[config.mk]
export PLATFORM = sky130hd
export DESIGN_NAME = erp_rotate
export DESIGN_NICKNAME = d
export VERILOG_FILES = /design/src/erp_pkg.sv /design/src/erp_rotate.sv
export SDC_FILE = /design/constraint.sdc
export NUM_CORES = 2
export LEC_CHECK = 0
export BUFFER_PORTS_ARGS = -buffer_cell sky130_fd_sc_hd__buf_4
export CAP_MARGIN = 40
export CORE_ASPECT_RATIO = 0.8
export CORE_MARGIN = 8
export CORE_UTILIZATION = 40
export CTS_CLUSTER_SIZE = 16
export DETAILED_ROUTE_END_ITERATION = 16
export SLEW_MARGIN = 20
export SYNTH_ARGS = -nofsm -noshare
export SYNTH_HDL_FRONTEND = slang
export SYNTH_SLANG_ARGS = --single-unit
[constraint.sdc]
create_clock -name clock -period 8.2 [get_ports clock]
set_input_delay 0.82 -clock clock [delete_from_list [all_inputs] [get_ports clock]]
set_output_delay 0.82 -clock clock [all_outputs]
set_load 0.01 [all_outputs]
[src/erp_pkg.sv]
// Shared constants, types and helper functions for the Euler point rotator.
`default_nettype none

package erp_pkg;

   // Field widths.
   localparam int COORD_BITS = 20;
   localparam int ANGLE_BITS = 16;

   // Angle folding works on a full turn of 2^TURN_BITS.
   localparam int TURN_BITS = 32;
   localparam logic [TURN_BITS-1:0] HALF_QUAD = TURN_BITS'(64'd1 << (TURN_BITS - 3));

   // CORDIC datapath: x/y in Q2.30 with headroom, z in turn units.
   localparam int CORDIC_STEPS = 30;
   localparam int CW = 34;
   localparam int ZW = 33;
   localparam logic signed [CW-1:0] CORDIC_ONE = CW'(64'sd652032874);

   localparam logic [31:0] ATAN_TABLE [CORDIC_STEPS] = '{
      32'h20000000, 32'h12E4051E, 32'h09FB385B, 32'h051111D4, 32'h028B0D43,
      32'h0145D7E1, 32'h00A2F61E, 32'h00517C55, 32'h0028BE53, 32'h00145F2F,
      32'h000A2F98, 32'h000517CC, 32'h00028BE6, 32'h000145F3, 32'h0000A2FA,
      32'h0000517D, 32'h000028BE, 32'h0000145F, 32'h00000A30, 32'h00000518,
      32'h0000028C, 32'h00000146, 32'h000000A3, 32'h00000051, 32'h00000029,
      32'h00000014, 32'h0000000A, 32'h00000005, 32'h00000003, 32'h00000001
   };

   // Trig values are Q1.15 held in a few extra bits so that +1.0 is exact.
   localparam int FRAC_BITS = 15;
   localparam int TRIG_BITS = 18;
   localparam int ROUND_BIAS = 1 << (FRAC_BITS - 1);

   // Intermediate coordinates: a rotated point grows by at most sqrt(3).
   localparam int MID_BITS = COORD_BITS + 3;
   localparam int PROD_BITS = MID_BITS + TRIG_BITS;
   localparam int SUM_BITS = PROD_BITS + 1;

   // Pipeline depths.
   localparam int SC_LAT = CORDIC_STEPS + 2;
   localparam int ROT_LAT = 2;
   localparam int PIPE_DEPTH = SC_LAT + 3 * ROT_LAT;

   // Output range, at intermediate width and at port width.
   localparam logic signed [MID_BITS-1:0] COORD_HI =
      MID_BITS'((64'sd1 <<< (COORD_BITS - 1)) - 64'sd1);
   localparam logic signed [MID_BITS-1:0] COORD_LO = -COORD_HI - MID_BITS'(1);
   localparam logic signed [COORD_BITS-1:0] OUT_HI = COORD_HI[COORD_BITS-1:0];
   localparam logic signed [COORD_BITS-1:0] OUT_LO = COORD_LO[COORD_BITS-1:0];

   // Quadrant that the angle is folded into.
   typedef enum logic [1:0] {
      QUAD_0 = 2'd0,
      QUAD_1 = 2'd1,
      QUAD_2 = 2'd2,
      QUAD_3 = 2'd3
   } quad_type;

   typedef struct packed {
      logic signed [MID_BITS-1:0] x;
      logic signed [MID_BITS-1:0] y;
      logic signed [MID_BITS-1:0] z;
   } point_type;

   typedef struct packed {
      logic signed [TRIG_BITS-1:0] c;
      logic signed [TRIG_BITS-1:0] s;
   } trig_type;

   // True when a value lies outside the output coordinate range.
   function automatic logic coord_over(input logic signed [MID_BITS-1:0] v);
      return (v > COORD_HI) || (v < COORD_LO);
   endfunction

   // Clamp a value to the output coordinate range.
   function automatic logic signed [COORD_BITS-1:0] coord_sat(
      input logic signed [MID_BITS-1:0] v);
      logic signed [COORD_BITS-1:0] r;
      if (v > COORD_HI) begin
         r = OUT_HI;
      end else if (v < COORD_LO) begin
         r = OUT_LO;
      end else begin
         r = v[COORD_BITS-1:0];
      end
      return r;
   endfunction

endpackage

`default_nettype wire

[src/erp_rotate.sv]
// Two-stage planar rotation: u = a*c + b*s, v = b*c - a*s, rounded to Q15.
`default_nettype none

module erp_rotate (
   input  wire logic                                 clock,
   input  wire logic                                 enable,
   input  wire logic signed [erp_pkg::MID_BITS-1:0]  a,
   input  wire logic signed [erp_pkg::MID_BITS-1:0]  b,
   input  wire erp_pkg::trig_type                    trig,
   output logic signed      [erp_pkg::MID_BITS-1:0]  u,
   output logic signed      [erp_pkg::MID_BITS-1:0]  v
);
   import erp_pkg::*;

   logic signed [PROD_BITS-1:0] prod_ac_ff;
   logic signed [PROD_BITS-1:0] prod_bs_ff;
   logic signed [PROD_BITS-1:0] prod_bc_ff;
   logic signed [PROD_BITS-1:0] prod_sa_ff;
   logic signed [SUM_BITS-1:0]  u_sum;
   logic signed [SUM_BITS-1:0]  v_sum;
   logic signed [MID_BITS-1:0]  u_ff;
   logic signed [MID_BITS-1:0]  v_ff;

   // Stage one: the four products.
   always_ff @(posedge clock) begin
      if (enable) begin
         prod_ac_ff <= PROD_BITS'(a) * PROD_BITS'(trig.c);
         prod_bs_ff <= PROD_BITS'(b) * PROD_BITS'(trig.s);
         prod_bc_ff <= PROD_BITS'(b) * PROD_BITS'(trig.c);
         prod_sa_ff <= PROD_BITS'(a) * PROD_BITS'(trig.s);
      end
   end

   // Stage two: combine and round half up.
   always_comb begin
      u_sum = SUM_BITS'(prod_ac_ff) + SUM_BITS'(prod_bs_ff) + SUM_BITS'(ROUND_BIAS);
      v_sum = SUM_BITS'(prod_bc_ff) - SUM_BITS'(prod_sa_ff) + SUM_BITS'(ROUND_BIAS);
   end

   always_ff @(posedge clock) begin
      if (enable) begin
         u_ff <= u_sum[FRAC_BITS +: MID_BITS];
         v_ff <= v_sum[FRAC_BITS +: MID_BITS];
      end
   end

   assign u = u_ff;
   assign v = v_ff;

endmodule

`default_nettype wire

**Word-level counts from Yosys, hierarchy flattened**

Index checks and enable logic that the tools add are counted.

- Register bits after elaboration: 198
- Input bits: 84
- Logic and storage cells: 14
- Output and inout bits: 46

- Add/sub/neg operators: 4
- Multipliers: 4

Operator list:

| kind | number |
|---|---|
| 23-bit by 18-bit multiplier with 38-bit output | 4 |
| 38-bit by 16-bit adder with 38-bit output, second input constant | 2 |
| 38-bit adder | 1 |
| 38-bit subtractor | 1 |

**Depth between registers and ports, before layout**

- Depth in word-level cells: 2
- Gate-level depth with buffers: 27
- Gate-level depth less buffers: 25

**Worst setup path before layout**

Ideal clock, no wire load.

- Path type: input-to-reg
- From: in trig[9] (netlist bit)
- To: reg prod_bs_ff[34] (data pin)
- Path slack: 0.984 ns
- Stages: 25
- Library setup time: 0.260 ns
- Required time: 7.940 ns
- Data arrival time: 6.956 ns
- Buffers on the path: 2
- Path through: clkbuf_1 clkbuf_1 nand2_1 fa_1 inv_1 fa_1 inv_1 fa_1 inv_1 fa_1 fa_1 inv_1 fa_1 inv_1 ha_1 and4_1 and3_1 a211oi_2 a31oi_1 o31ai_1 a21oi_1 o41a_1 a31o_2 a21oi_1 xnor2_1

- Word-level cells in the longest chain between the ends: 1

Ends and longest elaborated chain:

| item | RTL line | text |
|---|---|---|
| start, declared | erp_rotate.sv:9 | `input wire erp_pkg::trig_type trig,` |
| 23-bit by 18-bit multiplier with 38-bit output | erp_rotate.sv:28 | `prod_bs_ff <= PROD_BITS'(b) * PROD_BITS'(trig.s);` |
| end signal, assigned | erp_rotate.sv:28 |  |
| end, declared | erp_rotate.sv:16 | `logic signed [PROD_BITS-1:0] prod_bs_ff;` |

Every way passes these cells.
A chain may end at the register's enable or synchronous reset.

**Final worst setup path**

- From: in trig[4] (netlist bit)
- To: reg prod_sa_ff[36] (data pin)

- Word-level cells in the longest chain between the ends: 1

Ends and longest elaborated chain:

| item | RTL line | text |
|---|---|---|
| 23-bit by 18-bit multiplier with 38-bit output | erp_rotate.sv:30 | `prod_sa_ff <= PROD_BITS'(a) * PROD_BITS'(trig.s);` |
| end signal, assigned | erp_rotate.sv:30 |  |
| end, declared | erp_rotate.sv:18 | `logic signed [PROD_BITS-1:0] prod_sa_ff;` |

Every way passes these cells.

==> results.cfg <==
[clock_tree]
cts-hold-fix-buffers = 0
post-cts-setup-buffer-count = 0
clock_path_buffers = 2
cts_resized = 0
ctsRootBufferMaster = clkbuf_16
cts_tree = built
cts.sinks = 198
cts_buffers = 17
clkTransAtPathRegs_ns = 0.12
clk_latency_ns = 0.55
cts_max_level = 4

[route]
firstDrtPassIters = 6
drc = 0
wl_per_cell_microns = 20.12
drtIter0Drc = 3406
via_per_inst = 5.002
finalWirelength_microns = 183500
vias = 45612
final_antenna_net_count = 0

[run_status]
status = completed

[timing]
slew_violations = 0
finalSetupViolCount = 0
tns_ns = 0
slew_headroom_pct = 40.03
rsz0062_at_grt = no
hold_viol = 0
fmax_mhz = 131.3
worstMarginPinSlew_ns = 0.8995
finalCritPeriodShare_pct = 92.86
fin_crit_ns = 7.614
fin_skew_ns = 0.02912

[synthesis]
ys_ff_latch = 198
ys.flop_type = edfxtp_1
synth.yosys.warnings = 0
async_flop_share_pct = 0
synthTopCellsByArea = fa_1, inv_1, ha_1
synth_edf_count = 198
synth.avg_cell_area_sq_um = 9.392
netlist_area_sq_mm = 0.06621
yosysUniqueCellTypes = 64
synth_nets = 9216
synth.top_cell.area_share_pct = 46.68
syn-instance-count = 7050
synth.largest_area_cell = fa_1
yosysSeqAreaShare_pct = 8.980

[floorplan]
rows = 133
io_pins = 130
start_util_pct = 40.27
fp.dieW_microns = 470.9
die_h_microns = 379.9
coreArea_sq_mm = 0.1644
die-area_sq_mm = 0.1789

[worst_setup_path]
end_kind = flip-flop
path_cells = buf_4 > buf_4 > nand2_1 > fa_1 > fa_1 > fa_1 > inv_1 > fa_1 > fa_1 > inv_1 > fa_1 > inv_1 > ha_1 > a21o_1 > a21oi_1 > o211ai_1 > a2111oi_0 > o21ai_0 > o31ai_1 > buf_4 > nor2b_1 > o21a_1 > a31oi_1 > xnor2_1
path_class = in2reg
slowest_delay_ns = 0.77
cp_common_cell = fa_1
worstPathArrival_ns = 7.89
cp.required_ns = 8.48
cpMaxStageDelayCell = a2111oi_0
worstPathMaxFanout = 30
start_kind = primary input

[grt]
grt_pass1_vias = 49150
antenna_found_initial = 16
grt_max_degree = 87
grt_overflow = 0
grtUsageTotal_pct = 20.72
grt_pass1_wl_microns = 288700

[run]
max-cap-violations = 0

[place]
port_buffers = 129
place.gp.congestion = 0.8834
hpwl_microns = 148500

[layout]
final_nets = 9103
nFillCells = 15995
area_growth_pct = 5.754
drive_gt1_share_pct = 3.971

[worst_hold_path]
worstHoldPathType = in2reg
cell usage after synthesis, types with 13 or more instances:
library cell and count:
edfxtp_1 198, nand2_1 831, nor3_1 26, xor2_1 61, a21o_1 71, nand2b_1 46
nand3_1 30, clkbuf_1 352, xnor2_1 172, o21a_1 36, inv_1 1807, ha_1 538
fa_1 1544, a21oi_1 132, and2_1 800, nor2_1 164, nor2b_1 17, nand4_1 13
a31oi_1 13, o21ai_0 66
worst paths after layout:
kind	start	end	slack, ns	cells after the start
hold / removal	enable	prod_bs_ff[15]	0.80	1
setup reg to reg	prod_ac_ff[7]	u[22]	3.66	13
hold reg to reg	prod_sa_ff[37]	v[22]	0.82	2
setup / recovery	trig[4]	prod_sa_ff[36]	0.59	24
cells by family after synthesis:
group / synth area share (%)
AND/OR/NAND/NOR: 14.70
buffers and inverters: 12.26
XOR/XNOR: 3.082
flip-flops: 8.980
adder cells (fa/ha/maj): 56.85
AO/OA/AOI/OAI: 4.131
critical path, delay by kind of cell:
| family | cells | cell delay [ns] |
|---|---|---|
| buf+inv | 6 | 1.04 |
| simple gates | 2 | 0.15 |
| xor+xnor | 1 | 0.09 |
| compound gates | 8 | 2.39 |
| fa+ha+maj | 7 | 3.35 |
state kept, by name (all words and copies together) (netlist names):
| signal | count |
|---|---|
| prod_ac_ff | 38 |
| prod_bc_ff | 38 |
| u | 23 |
| v | 23 |
| prod_sa_ff | 38 |
| prod_bs_ff | 38 |
through the flow:
step	instances	area [sq um]	setup slack, ns	hold WS [ns]	util [%]
final	9119	70020	0.5859	0.7977	42.59
after global routing	9111	70000	0.2779	0.8156	42.58
after CTS	9109	69990	0.6586	0.7819	42.57
after detailed placement	9077	69330	0.09522	0.8157	42.17
after global placement	9072	69280	0.1095	0.8148	42.14
after floorplan	7050	66210	0.9839	0.6147	-
layout make-up:
type | count | area, sq um | area share (%)
clock inverter | 15 | 239.0 | 0.3413
clock buffer | 17 | 425.4 | 0.6075
inverter | 1808 | 6787 | 9.692
antenna | 9 | 22.52 | 0.03216
sequential | 198 | 5946 | 8.491
timing repair buffer | 222 | 1749 | 2.498
multi-input combinational | 4690 | 52150 | 74.48
tap | 2160 | 2703 | 3.860
layout by cell type, fill, tap and decap left out, types with 7 or more instances in the layout:
| master | count |
|---|---|
| a21o_1 | 71 |
| o211ai_1 | 10 |
| xnor2_1 | 172 |
| nor3_1 | 26 |
| nand2_1 | 831 |
| and3_1 | 7 |
| a31oi_1 | 13 |
| nand3_1 | 30 |
| a21oi_1 | 132 |
| fa_1 | 1544 |
| and2_1 | 800 |
| nor2b_1 | 17 |
| o21bai_1 | 9 |
| edfxtp_1 | 198 |
| diode_2 | 9 |
| clkbuf_16 | 17 |
| buf_4 | 215 |
| nand2b_1 | 46 |
| nor2_1 | 164 |
| o21ai_0 | 66 |
| xor2_1 | 61 |
| o31ai_1 | 8 |
| o21a_1 | 36 |
| a211oi_1 | 12 |
| ha_1 | 538 |
| inv_1 | 1807 |
| nand4_1 | 13 |
metal layers:
layer	share of wire, %	GRT usage [%]	vias up
met5	0.029	0	-
met2	45	33.04	1421
met3	7.5	3.994	198
met1	46	29.54	23725
li1	-	-	20262
met4	1.9	4.343	6
Power is not shown: default switching activity piles up to over one toggle a cycle in this logic, so the estimate is an artifact.
